### config.mk
export PLATFORM = sky130hd
export DESIGN_NAME = page_replacement_policy
export DESIGN_NICKNAME = d
export VERILOG_FILES = /design/src/rtl/prp_pkg.sv /design/src/rtl/prp_front.sv /design/src/rtl/prp_back.sv /design/src/rtl/page_replacement_policy.sv
export SDC_FILE = /design/constraint.sdc
export NUM_CORES = 1
export LEC_CHECK = 0
export ABC_AREA = 1
export BUFFER_PORTS_ARGS = -buffer_cell sky130_fd_sc_hd__buf_2
export CAP_MARGIN = 20
export CORE_UTILIZATION = 35
export DETAILED_ROUTE_END_ITERATION = 16
export PLACE_DENSITY_LB_ADDON = 0.3
export SLEW_MARGIN = 15
export SYNTH_ARGS = -nofsm -noshare
export SYNTH_HDL_FRONTEND = slang
export SYNTH_HIERARCHICAL = 1
export SYNTH_SLANG_ARGS = --single-unit
### constraint.sdc
create_clock -name clk_i -period 9.91 [get_ports clk_i]
set_input_delay 0 -clock clk_i [delete_from_list [all_inputs] [get_ports clk_i]]
set_output_delay 0 -clock clk_i [all_outputs]
set_load 0.005 [all_outputs]
### src/rtl/prp_pkg.sv
// Package: shared constants and types for the page replacement policy block.
`timescale 1ns / 1ps
package prp_pkg;
  localparam int unsigned MaxFrames = 8;
  localparam int unsigned PageBits  = 8;
  localparam int unsigned CountBits = 16;

  typedef enum logic [2:0] {
    PolFifo   = 3'd0,
    PolLru    = 3'd1,
    PolLfu    = 3'd2,
    PolMfuFifo = 3'd3,
    PolMfuLru = 3'd4
  } policy_e;

  localparam logic CfgPolicy = 1'b0;
  localparam logic CfgFrames = 1'b1;
endpackage

### src/rtl/prp_front.sv
// Front part: accepts page references and holds them in a short queue.
`timescale 1ns / 1ps
module prp_front #(
  parameter int unsigned PageBitsP = prp_pkg::PageBits
) (
  input  logic                 clk_i,
  input  logic                 rst_ni,
  input  logic                 flush_i,
  input  logic                 in_valid_i,
  output logic                 in_ready_o,
  input  logic [7:0]           page_i,
  output logic                 q_valid_o,
  input  logic                 q_ready_i,
  output logic [PageBitsP-1:0] q_page_o
);
  import prp_pkg::*;

  logic [PageBitsP-1:0] buf_q [2];
  logic [1:0] cnt_q, cnt_d;
  logic       wp_q, rp_q;
  logic       push, pop;
  logic [PageBitsP-1:0] pg;

  // Keep only the low page bits.
  always_comb begin
    pg = '0;
    for (int b = 0; b < PageBitsP; b++) begin
      if (b < 8) pg[b] = page_i[b];
    end
  end

  assign in_ready_o = (cnt_q != 2'd2) && !flush_i;
  assign push = in_valid_i && in_ready_o;
  assign q_valid_o = (cnt_q != 2'd0);
  assign pop = q_valid_o && q_ready_i;
  assign q_page_o = buf_q[rp_q];
  assign cnt_d = cnt_q + {1'b0, push} - {1'b0, pop};

  // Advance the two-entry queue.
  always_ff @(posedge clk_i or negedge rst_ni) begin
    if (!rst_ni) begin
      cnt_q <= '0;
      wp_q  <= 1'b0;
      rp_q  <= 1'b0;
    end else begin
      cnt_q <= cnt_d;
      if (push) wp_q <= ~wp_q;
      if (pop) rp_q <= ~rp_q;
    end
  end

  always_ff @(posedge clk_i) begin
    if (push) buf_q[wp_q] <= pg;
  end

  assert property (@(posedge clk_i) disable iff (!rst_ni) cnt_q != 2'd3)
    else $error("queue count out of range");
  assert property (@(posedge clk_i) disable iff (!rst_ni)
    (cnt_q == 2'd2 && !pop) |=> cnt_q == 2'd2)
    else $error("full queue lost an item");
  assert property (@(posedge clk_i) disable iff (!rst_ni)
    (cnt_q == 2'd0) |-> !pop)
    else $error("pop from empty queue");
endmodule

### src/rtl/prp_back.sv
// Back part: updates the frame list for one reference and streams the frames out.
`timescale 1ns / 1ps
module prp_back #(
  parameter int unsigned MaxFramesP = prp_pkg::MaxFrames,
  parameter int unsigned PageBitsP  = prp_pkg::PageBits,
  parameter int unsigned CountBitsP = prp_pkg::CountBits
) (
  input  logic                 clk_i,
  input  logic                 rst_ni,
  input  logic                 clear_i,
  input  logic [2:0]           policy_i,
  input  logic [3:0]           frames_i,
  input  logic                 q_valid_i,
  output logic                 q_ready_o,
  input  logic [PageBitsP-1:0] q_page_i,
  output logic                 out_valid_o,
  input  logic                 out_ready_i,
  output logic [7:0]           frame_page_o,
  output logic [2:0]           position_o,
  output logic                 was_fault_o,
  output logic                 was_replaced_o,
  output logic [31:0]          fault_total_o,
  output logic [31:0]          replace_total_o,
  output logic                 last_o
);
  import prp_pkg::*;

  localparam int unsigned IdxW = (MaxFramesP > 1) ? $clog2(MaxFramesP) : 1;
  localparam int unsigned OccW = $clog2(MaxFramesP + 1);
  localparam logic [CountBitsP-1:0] CntMax = '1;

  typedef enum logic [3:0] {
    StIdle = 4'b0001,
    StScan = 4'b0010,
    StMove = 4'b0100,
    StEmit = 4'b1000
  } state_e;

  state_e state_q, state_d;
  logic [PageBitsP-1:0]  pages_q [MaxFramesP];
  logic [CountBitsP-1:0] cnts_q  [MaxFramesP];
  logic [OccW-1:0] occ_q;
  logic [31:0] faults_q, repl_q;
  logic [PageBitsP-1:0] pg_q;
  logic [IdxW-1:0] idx_q, best_q, hit_idx_q;
  logic [OccW-1:0] emit_q;
  logic hit_q, fault_q, repl_flag_q;
  policy_e pol;
  logic [OccW-1:0] lim;
  logic [CountBitsP-1:0] carry_cnt;
  logic [IdxW-1:0] drop_idx;
  logic do_drop;

  // Resolve policy and frame limit.
  always_comb begin
    pol = PolFifo;
    case (policy_i)
      PolLru:     pol = PolLru;
      PolLfu:     pol = PolLfu;
      PolMfuFifo: pol = PolMfuFifo;
      PolMfuLru:  pol = PolMfuLru;
      default:    pol = PolFifo;
    endcase
    if (frames_i == 4'd0) lim = OccW'(1);
    else if (32'(frames_i) > MaxFramesP) lim = OccW'(MaxFramesP);
    else lim = OccW'(frames_i);
  end

  assign q_ready_o = (state_q == StIdle) && !clear_i;

  // Choose the entry to drop and the count to append.
  always_comb begin
    do_drop = 1'b0;
    drop_idx = best_q;
    carry_cnt = CountBitsP'(1);
    if (hit_q) begin
      drop_idx = hit_idx_q;
      carry_cnt = cnts_q[hit_idx_q];
      if (pol != PolLru && carry_cnt != CntMax) carry_cnt = carry_cnt + 1'b1;
      do_drop = (pol == PolLru) || (pol == PolLfu) || (pol == PolMfuLru);
    end else begin
      do_drop = (occ_q >= lim);
    end
  end

  always_comb begin
    state_d = state_q;
    case (state_q)
      StIdle: if (q_valid_i && q_ready_o) state_d = StScan;
      StScan: if ((OccW'(idx_q) + 1'b1 >= occ_q) || hit_q) state_d = StMove;
      StMove: state_d = StEmit;
      StEmit: if (out_ready_i && emit_q == OccW'(1)) state_d = StIdle;
      default: state_d = StIdle;
    endcase
  end

  // Control registers.
  always_ff @(posedge clk_i or negedge rst_ni) begin
    if (!rst_ni) begin
      state_q <= StIdle;
      occ_q <= '0;
      faults_q <= '0;
      repl_q <= '0;
    end else if (clear_i) begin
      state_q <= StIdle;
      occ_q <= '0;
      faults_q <= '0;
      repl_q <= '0;
    end else begin
      state_q <= state_d;
      if (state_q == StMove) begin
        if (!hit_q) begin
          if (faults_q != '1) faults_q <= faults_q + 1'b1;
          if (do_drop && repl_q != '1) repl_q <= repl_q + 1'b1;
          if (!do_drop) occ_q <= occ_q + 1'b1;
        end
      end
    end
  end

  // Scan one entry per cycle for a hit and the victim.
  always_ff @(posedge clk_i) begin
    case (state_q)
      StIdle: begin
        pg_q <= q_page_i;
        idx_q <= '0;
        best_q <= '0;
        hit_q <= 1'b0;
        hit_idx_q <= '0;
      end
      StScan: begin
        if (occ_q != '0 && !hit_q) begin
          if (pages_q[idx_q] == pg_q) begin
            hit_q <= 1'b1;
            hit_idx_q <= idx_q;
          end
          if (idx_q != '0) begin
            if (pol == PolLfu && cnts_q[idx_q] < cnts_q[best_q]) best_q <= idx_q;
            if ((pol == PolMfuFifo || pol == PolMfuLru) &&
                cnts_q[idx_q] > cnts_q[best_q]) best_q <= idx_q;
          end
        end
        if (OccW'(idx_q) + 1'b1 < occ_q && !hit_q) idx_q <= idx_q + 1'b1;
      end
      StMove: begin
        fault_q <= !hit_q;
        repl_flag_q <= !hit_q && do_drop;
        if (hit_q && pol == PolMfuFifo) begin
          cnts_q[hit_idx_q] <= carry_cnt;
        end else if (!hit_q || do_drop) begin
          for (int i = 0; i < MaxFramesP; i++) begin
            if (do_drop && IdxW'(i) >= drop_idx && OccW'(i) + 1'b1 < occ_q) begin
              pages_q[i] <= pages_q[(i + 1) % MaxFramesP];
              cnts_q[i]  <= cnts_q[(i + 1) % MaxFramesP];
            end
            if (OccW'(i) == (do_drop ? occ_q - 1'b1 : occ_q)) begin
              pages_q[i] <= pg_q;
              cnts_q[i]  <= carry_cnt;
            end
          end
        end
      end
      default: ;
    endcase
  end

  // Emit counter: newest first.
  always_ff @(posedge clk_i or negedge rst_ni) begin
    if (!rst_ni) emit_q <= '0;
    else if (state_q == StMove) emit_q <= (!hit_q && !do_drop) ? occ_q + 1'b1 : occ_q;
    else if (state_q == StEmit && out_ready_i) emit_q <= emit_q - 1'b1;
  end

  logic [IdxW-1:0] src;
  logic [OccW-1:0] pos_full;
  assign src = IdxW'(emit_q - 1'b1);
  assign pos_full = occ_q - emit_q;
  assign out_valid_o = (state_q == StEmit);
  always_comb begin
    frame_page_o = '0;
    for (int b = 0; b < 8; b++) begin
      if (b < PageBitsP) frame_page_o[b] = pages_q[src][b];
    end
  end
  assign position_o = 3'(pos_full);
  assign was_fault_o = fault_q;
  assign was_replaced_o = repl_flag_q;
  assign fault_total_o = faults_q;
  assign replace_total_o = repl_q;
  assign last_o = (emit_q == OccW'(1));

  assert property (@(posedge clk_i) disable iff (!rst_ni) occ_q <= OccW'(MaxFramesP))
    else $error("occupancy above frame count");
  assert property (@(posedge clk_i) disable iff (!rst_ni)
    (state_q == StEmit) |-> emit_q != '0)
    else $error("emit with no frames");
  assert property (@(posedge clk_i) disable iff (!rst_ni)
    (state_q == StEmit && !out_ready_i) |=> (state_q == StEmit && $stable(emit_q)))
    else $error("stalled result changed");
endmodule

### src/rtl/page_replacement_policy.sv
// The hit and victim scan walks one frame per cycle. A two-entry queue holds new
// references while the back part works on one; it takes the next after the last frame.
// Reset: frames empty, counters zero, policy fifo, three frames in use.
// A configuration write clears frames and counters.
`timescale 1ns / 1ps
module page_replacement_policy #(
  parameter int unsigned MaxFramesP = prp_pkg::MaxFrames,
  parameter int unsigned PageBitsP  = prp_pkg::PageBits,
  parameter int unsigned CountBitsP = prp_pkg::CountBits
) (
  input  logic        clk_i,
  input  logic        rst_ni,
  input  logic        cfg_valid_i,
  output logic        cfg_ready_o,
  input  logic [0:0]  cfg_index_i,
  input  logic [3:0]  cfg_data_i,
  input  logic        in_valid_i,
  output logic        in_ready_o,
  input  logic [7:0]  page_i,
  output logic        out_valid_o,
  input  logic        out_ready_i,
  output logic [7:0]  frame_page_o,
  output logic [2:0]  position_o,
  output logic        was_fault_o,
  output logic        was_replaced_o,
  output logic [31:0] fault_total_o,
  output logic [31:0] replace_total_o,
  output logic        last_o
);
  import prp_pkg::*;

  logic [2:0] policy_q;
  logic [3:0] frames_q;
  logic clear;
  logic qv, qr;
  logic [PageBitsP-1:0] qp;

  assign cfg_ready_o = 1'b1;
  assign clear = cfg_valid_i;

  // Hold configuration registers.
  always_ff @(posedge clk_i or negedge rst_ni) begin
    if (!rst_ni) begin
      policy_q <= PolFifo;
      frames_q <= 4'd3;
    end else if (cfg_valid_i) begin
      if (cfg_index_i == CfgPolicy) policy_q <= cfg_data_i[2:0];
      else frames_q <= cfg_data_i;
    end
  end

  prp_front #(.PageBitsP(PageBitsP)) u_front (
    .clk_i, .rst_ni, .flush_i(clear), .in_valid_i, .in_ready_o, .page_i,
    .q_valid_o(qv), .q_ready_i(qr), .q_page_o(qp)
  );

  prp_back #(.MaxFramesP(MaxFramesP), .PageBitsP(PageBitsP), .CountBitsP(CountBitsP)) u_back (
    .clk_i, .rst_ni, .clear_i(clear), .policy_i(policy_q), .frames_i(frames_q),
    .q_valid_i(qv), .q_ready_o(qr), .q_page_i(qp),
    .out_valid_o, .out_ready_i, .frame_page_o, .position_o, .was_fault_o,
    .was_replaced_o, .fault_total_o, .replace_total_o, .last_o
  );

  assert property (@(posedge clk_i) disable iff (!rst_ni) cfg_valid_i |-> !in_ready_o)
    else $error("item accepted during a register write");
  assert property (@(posedge clk_i) disable iff (!rst_ni)
    cfg_valid_i |=> !out_valid_o)
    else $error("result after clear");
  assert property (@(posedge clk_i) disable iff (!rst_ni)
    (out_valid_o && !out_ready_i) |=>
      (out_valid_o && $stable(frame_page_o) && $stable(position_o)))
    else $error("stalled result changed");
endmodule

==> results.ini, run 1 <==
[global_route]
grt_usage_pct = 23.6
grt_max_degree = 77
grt_pass1_wl_mm = 117
antenna_found_initial = 0
first_global_vias = 20095
grt.overflow.total = 0

[die]
core_area_um2 = 61600
die_area_um2 = 63300
row_count = 91
die_w_um = 252
start_util_pct = 35.4
die_h_um = 252
ios = 99

[placement]
routabilityCongestion = 0.919
port_buffers = 97
place_hpwl_mm = 48.4
place_ws_ns = 5.87
placed_area_um2 = 22900

[clock_network]
htreeDepth = 2
cts_tree = done
insertion_delay_ns = 0.58
clk_pin_slew_ns = 0.06
postCtsSetupBuffers = 0
cts_buffer_depth = 3
cts-root-buf = clkbuf_16
cts.sinks = 324
cts_buffers = 41

[setup_path]
max_stage_delay_ns = 0.81
path_cells = inv_1, buf_4, a221oi_1, a31oi_1, ha_1, a21oi_1, o21ai_0, a21oi_1, nand2_1, o21ai_0, nand3_1, nand2_1, nand2_1, inv_1
path_max_fanout = 21
arrival_ns = 4.50
critPathRequiredTime_ns = 10.20
endpoint_kind = flop
path_class = reg -> reg
crit_family = buffers and inverters
slowest_stage = dfxtp_1
critPathBufInv = 3
cp_common_cell = nand2_1
startpoint_type = flop

[yosys]
syn_area_per_cell_um2 = 7.22
synth_fa_ha_area_share_pct = 2.21
synth_mux_area_share_pct = 0
yosys_warnings = 6
syn-instance-count = 3023
synth-main-ff-cell = edfxtp_1
synthSimpleGateAreaFrac_pct = 30.6
syn_area_um2 = 21800
synth_top_family_by_area = simple AND/OR/NAND/NOR gates
synthDominantAreaCellType = edfxtp_1
yosysSeqAreaShare_pct = 42.2
mappedNetlistNets = 3079
synth-seq-cells = 324
synth_top_area_share_pct = 31.4
synthArstFlopShare_pct = 26.9
synth_edf_count = 228
synth_cell_type_count = 49
synth_compound_area_share_pct = 14.3
synth_xor_area_share_pct = 2.05
netlist_top_cells_area = edfxtp_1 (31%), nand2_1 (16%), dfrtp_1 (9.6%)

[sta]
fin_crit_sh_pct = 42.6
setup_viol = 0
period_minus_slack_ns = 4.22
worst_slack_ns = 5.69
whs_ns = 0.0470
tightest_slew_ns = 1.17
maxSlewViolCount = 0
hold_viol_final = 0
grt_setup_unrepaired = false
max_freq_mhz = 237
fin_tns_setup_ns = 0
skew_ns = 0.0269
slew_headroom_pct = 21.7

[route]
routed.top_layer = met4
route.met3.wl_mm = 6.30
met1_length_mm = 31.3
dr.pass1.iters = 8
drtAntennaViolNets = 0
drcViolationCount = 0
wl_mm = 75.7
drt_iter0_drc = 2254
wl_met2_mm = 35.4
vias = 21498
wire_per_inst_um = 19.3
viasPerCell = 5.47

[cells_and_area]
n_antenna_cell = 0
stdcell_area_um2 = 24500
fin_nets = 3114
syn2layout_area_growth_pct = 12.4
final_cell_mix = nand2_1 (934), nand3_1 (312), o21ai_0 (295), inv_1 (283), edfxtp_1 (228)
final_util_pct = 39.8
final_common_cell = nand2_1
final_layout_size_suffix_gt1_share_pct = 8.83

[worst_hold_path]
hp-class = in -> reg

[outcome]
outcome = completed

[job]
max_cap_violations = 0

[power]
p_leak_uw = 0.0107
ir_drop_uv = 128
power.density_nw_per_um2 = 240

## Yosys cell counts, types with 37 or more instances
cell type / number
nand3_1: 312
o21ai_0: 300
nor3_1: 50
nor2_1: 157
edfxtp_1: 228
clkbuf_1: 96
nand4_1: 48
inv_1: 286
ha_1: 37
dfrtp_1: 84
nand2_1: 934
a21oi_1: 164
## cell type report
cell class	instances	area [um^2]
sequential	324	9220
timing repair buffer	149	938
fill	6411	37100
multi-input combinational	2233	10800
clock buffer	59	1180
tap	837	1050
clock inverter	17	206
inverter	309	1160
## cell families (layout without fill, tap and decap cells)
family / count (synthesis) / after routing
compound gates: 576 / 576
xor+xnor: 51 / 51
fa+ha+maj: 38 / 38
buf+inv: 466 / 534
flops: 324 / 324
other cells: 1 / 1
simple gates: 1567 / 1567
## power breakdown
group | internal, uW | switching [uW] | total [uW]
logic | 758 | 1800 | 2560
registers | 1630 | 131 | 1760
clock network | 938 | 616 | 1550
total | 3330 | 2550 | 5870
## flip-flops by register name (all words and copies together), names as in the netlist, 8 cells and up, named ones only
name,cells
u_back/fault_total_o,32
u_back/cnts_q,128
u_back/replace_total_o,32
u_back/pages_q,64
u_front/buf_q,16
u_back/pg_q,8
## what timing repair did
item	in CTS	in global routing
hold buffers	21	0
hold endpoints to repair	125	0
gates resized for setup	0	0
## metal layers
layer  vias to the layer above  track usage, %
met5                         -               0
met4                         0            8.80
met3                       181            2.92
met2                      1071            39.5
met1                     10027            31.0
li1                      10219               -
## worst paths after layout
check	slack (ns)	cells past startpoint	endpoint	start
hold reg to reg	0.47	2	u_front/wp_q	u_front/wp_q
min in group asynchronous	0.17	3	u_back/replace_total_o[18]	rst_ni
setup reg to reg	5.69	14	u_back/best_q[2]	flop
setup / recovery	5.69	14	u_back/best_q[2]	flop
hold / removal	0.05	3	u_back/fault_total_o[0]	cfg_valid_i
max in group asynchronous	8.98	4	u_back/replace_total_o[28]	rst_ni
## tightest hold or removal path, stage by stage
cell and delay (ns):
buf_2 0.09, buf_4 0.29, nor2_1 0.16
## stage by stage
step	instances	total power, uW
floorplan	3023	3530
global placement	3830	4270
detailed placement	3830	4290
CTS	3927	5860
global route	3928	6260
finish	3928	5870
No activity file was read; power rests on OpenSTA's default activity.
==> run 2: changes to the inputs <==
--- a/config.mk
+++ b/config.mk
@@ -5,7 +5,7 @@
 export SDC_FILE = /design/constraint.sdc
 export NUM_CORES = 1
 export LEC_CHECK = 0
-export ABC_AREA = 1
+export ABC_AREA = 0
 export BUFFER_PORTS_ARGS = -buffer_cell sky130_fd_sc_hd__buf_2
 export CAP_MARGIN = 20
 export CORE_UTILIZATION = 35
==> constraint.sdc (replaced) <==
create_clock -name clk_i -period 4.4 [get_ports clk_i]
set_input_delay 0 -clock clk_i [delete_from_list [all_inputs] [get_ports clk_i]]
set_output_delay 0 -clock clk_i [all_outputs]
set_load 0.005 [all_outputs]
==> run 2 against run 1 <==
  * First-iteration DRC count fell by 57%
  * Via count shrank 38%
  * Power up 110%
  * Wire length down 29%
  * Clock power up 120%
  * Global-route usage fell by 4.6 points
  * Combinational power up 84%
  * Synthesized cell count is 51% lower
  * Critical path depth did not move
  * Die area decreased by 8.6%
  * Critical endpoint is now u_back/cnts_q[3][11]
  * Largest cell class unchanged
  * Highest routed layer unchanged
==> results.ini, run 2 <==
[yosys]
yosys_warnings = 6  ; unchanged
syn-instance-count = 1485  ; -51%
synth_cell_type_count = 96  ; +96%
synthDominantAreaCellType = edfxtp_1
synthTopCellsByCount = edfxtp_1 (228), mux2_2 (214), mux4_2 (124)
synth_compound_area_share_pct = 4.21  ; -10 points
synth_top_family_by_area = multiplexers
synth_edf_count = 228  ; unchanged
synthSimpleGateAreaFrac_pct = 10.1  ; -20 points
synth-main-ff-cell = edfxtp_1
synth_fa_ha_area_share_pct = 2.42  ; +0.21 points
yosysSeqAreaShare_pct = 46.2  ; +4.0 points
yosysMostFrequentCell = edfxtp_1
synthArstFlopShare_pct = 26.9  ; unchanged
syn_area_um2 = 19900  ; -8.7%
synth_mux_area_share_pct = 30.0  ; +30 points
mappedNetlistNets = 1541  ; -50%
synth_top_area_share_pct = 34.4  ; +3.0 points
synth_xor_area_share_pct = 4.13  ; +2.1 points
netlist_top_cells_area = edfxtp_1 (34%), mux4_2 (14%), mux2_2 (12%)
syn_area_per_cell_um2 = 13.4  ; +86%
synth-seq-cells = 324  ; unchanged

[die]
start_util_pct = 35.4  ; about the same
die_h_um = 241  ; -4.4%
core_area_um2 = 56300  ; -8.6%
row_count = 87  ; -4.4%
ios = 99  ; unchanged
die_area_um2 = 57900  ; -8.6%
die_w_um = 241  ; -4.4%

[route]
dr.pass1.iters = 5  ; -3
drt_iter0_drc = 964  ; -57%
met1_length_mm = 23.1  ; -26%
routed.top_layer = met4
route.met3.wl_mm = 3.61  ; -43%
wl_met2_mm = 25.8  ; -27%
viasPerCell = 5.52  ; +0.88%
wire_per_inst_um = 22.5  ; +16%
wl_mm = 53.9  ; -29%
vias = 13256  ; -38%
drtAntennaViolNets = 0  ; unchanged
drcViolationCount = 0  ; unchanged

[global_route]
grt.overflow.total = 0  ; unchanged
grt_pass1_wl_mm = 83.6  ; -29%
antenna_found_initial = 1  ; +1
grt_usage_pct = 19.0  ; -4.6 points
first_global_vias = 13760  ; -32%
grt_max_degree = 58  ; -25%

[setup_path]
crit_family = compound AO/OA/AOI/OAI gates
startpoint = frames_q[1]
path_cells = nor2_1, nor2_1, nor2_1, ha_1, nor3b_1, o21bai_1, a211oi_4, xnor2_1, nand3_2, buf_4, or3_1, o21ai_0, o21bai_2, buf_4
endpoint_kind = flop
slowest_stage = dfstp_2
cp_common_cell = nor2_1
startpoint_type = flop
critPathBufInv = 2  ; -1
critPathRequiredTime_ns = 4.65  ; -5.55 ns
r2r-start = frames_q[1]
max_stage_delay_ns = 0.55  ; -0.26 ns
arrival_ns = 4.27  ; -0.23 ns
path_class = reg -> reg
path_max_fanout = 12  ; -43%

[power]
seqPwrFrac_pct = 33.7  ; +3.7 points
power.total_uw = 12300  ; +110%
ir_drop_uv = 259  ; +100%
p_sw_uw = 4120  ; +62%
clkPwrFrac_pct = 28.0  ; +1.5 points
power_frac_comb_pct = 38.3  ; -5.2 points
sw_frac_of_total_pct = 33.6  ; -9.7 points
intPower_uw = 8150  ; +150%
power.density_nw_per_um2 = 534  ; +120%
p_leak_uw = 0.00853  ; -20%

[sta]
slew_headroom_pct = 29.0  ; +7.3 points
fin_crit_sh_pct = 91.2  ; +49 points
fin_tns_setup_ns = 0  ; unchanged
whs_ns = 0.172  ; +0.125 ns
maxSlewViolCount = 0  ; unchanged
skew_ns = 0.0278  ; +0.000916 ns
grt_setup_unrepaired = false
tightest_slew_ns = 1.06  ; -0.105 ns
period_minus_slack_ns = 4.01  ; -0.206 ns
worst_slack_ns = 0.389  ; -5.30 ns
hold_viol_final = 0  ; unchanged
setup_viol = 0  ; unchanged
max_freq_mhz = 249  ; +5.1%

[cells_and_area]
largest_registers = u_back/cnts_q (128), u_back/pages_q (64)
final_common_cell = edfxtp_1
largest_reg_flops = 128  ; unchanged
regMostFlops = u_back/cnts_q
stdcell_area_um2 = 23000  ; -6.2%
syn2layout_area_growth_pct = 15.4
final_cell_mix = edfxtp_1 (228), mux2_2 (214), mux4_2 (124), nor2_1 (116), buf_2 (96)
fin_nets = 1671  ; -46%
fillers = 5277  ; -18%
final_layout_size_suffix_gt1_share_pct = 37.4  ; +29 points

[worst_hold_path]
worstHoldStart = page_i[4]
hp-class = in -> reg

[clock_network]
cts.sinks = 324  ; unchanged
htreeDepth = 2  ; unchanged
cts_tree = done
cts-root-buf = clkbuf_16
cts_buffer_depth = 3  ; unchanged
clk_pin_slew_ns = 0.06  ; about the same
cts_buffers = 39  ; -4.9%
insertion_delay_ns = 0.57  ; about the same

[placement]
routabilityCongestion = 0.835  ; -9.1%
placed_area_um2 = 21400  ; -6.6%
port_buffers = 97  ; unchanged
place_ws_ns = 0.370  ; -5.50 ns
place_hpwl_mm = 35.8  ; -26%

[outcome]
outcome = completed

[job]
max_cap_violations = 0  ; unchanged

==> run 2: cell types whose count changed after synthesis, sizes merged, moves of 138 or more <==
cell,change
a21oi,-138
nand2,-881
mux2,+231
o21ai,-282
inv,-267
nand3,-273
==> run 2: what timing repair did <==
item	CTS	global route
hold buffers	23	0
endpoints found under the setup margin	0	16
hold endpoints to repair	90	0
buffers inserted	0	0
resized for setup	0	1
==> run 2: final cells by class <==
type / count / area [um^2] / share of cell area (%)
Multi-Input combinational cell: 1037 / 10200 / 44.2
Sequential cell: 324 / 9220 / 40.1
Timing Repair Buffer: 172 / 1160 / 5.03
Clock buffer: 47 / 1040 / 4.51
Tap cell: 756 / 946 / 4.11
Clock inverter: 23 / 302 / 1.31
Inverter: 41 / 166 / 0.724
Antenna cell: 1 / 2.50 / 0.0109
==> run 2: worst paths after layout <==
| path | to | slack [ns] | cells past startpoint |
|---|---|---|---|
| worst max register to register | u_back/cnts_q[3][11] | 0.39 | 14 |
| worst min-delay path | u_front/buf_q[1][4] | 0.17 | 2 |
| max in group asynchronous | u_back/fault_total_o[5] | 3.06 | 4 |
| min in group asynchronous | u_back/state_q[0] | 0.56 | 3 |
| worst min register to register | u_front/wp_q | 0.51 | 1 |
| worst max-delay path | u_back/cnts_q[3][11] | 0.39 | 14 |
==> run 2: logic make-up (layout without fill, tap and decap cells) <==
| logic type | count (synthesis) | in the layout |
|---|---|---|
| other | 1 | 2 |
| multiplexers | 404 | 404 |
| flip-flops | 324 | 324 |
| buffers and inverters | 124 | 283 |
| AND/OR/NAND/NOR | 387 | 387 |
| AO/OA/AOI/OAI | 114 | 114 |
| XOR/XNOR | 93 | 93 |
| adder cells (fa/ha/maj) | 38 | 38 |
==> run 2: power by group through the flow <==
stage	Sequential (uW)	Clock, uW	Combinational [uW]
after floorplan	3850	0	3720
after CTS	4140	3530	4720
final	4140	3430	4700
after global placement	4190	0	4610
after global routing	4180	3630	5090
after detailed placement	4190	0	4660
==> run 2: per-stage QoR <==
stage / std cells / utilization [%]
final: 2401 / 40.8
after global routing: 2401 / 40.8
after CTS: 2400 / 40.8
after detailed placement: 2307 / 38.0
after global placement: 2307 / 38.0
after floorplan: 1485 / -
==> run 2: metal layers <==
metal,vias to the layer above,GRT usage [%]
li1,5969,-
met1,6767,25.4
met2,431,31.0
met3,89,3.65
met4,0,6.16
met5,-,0
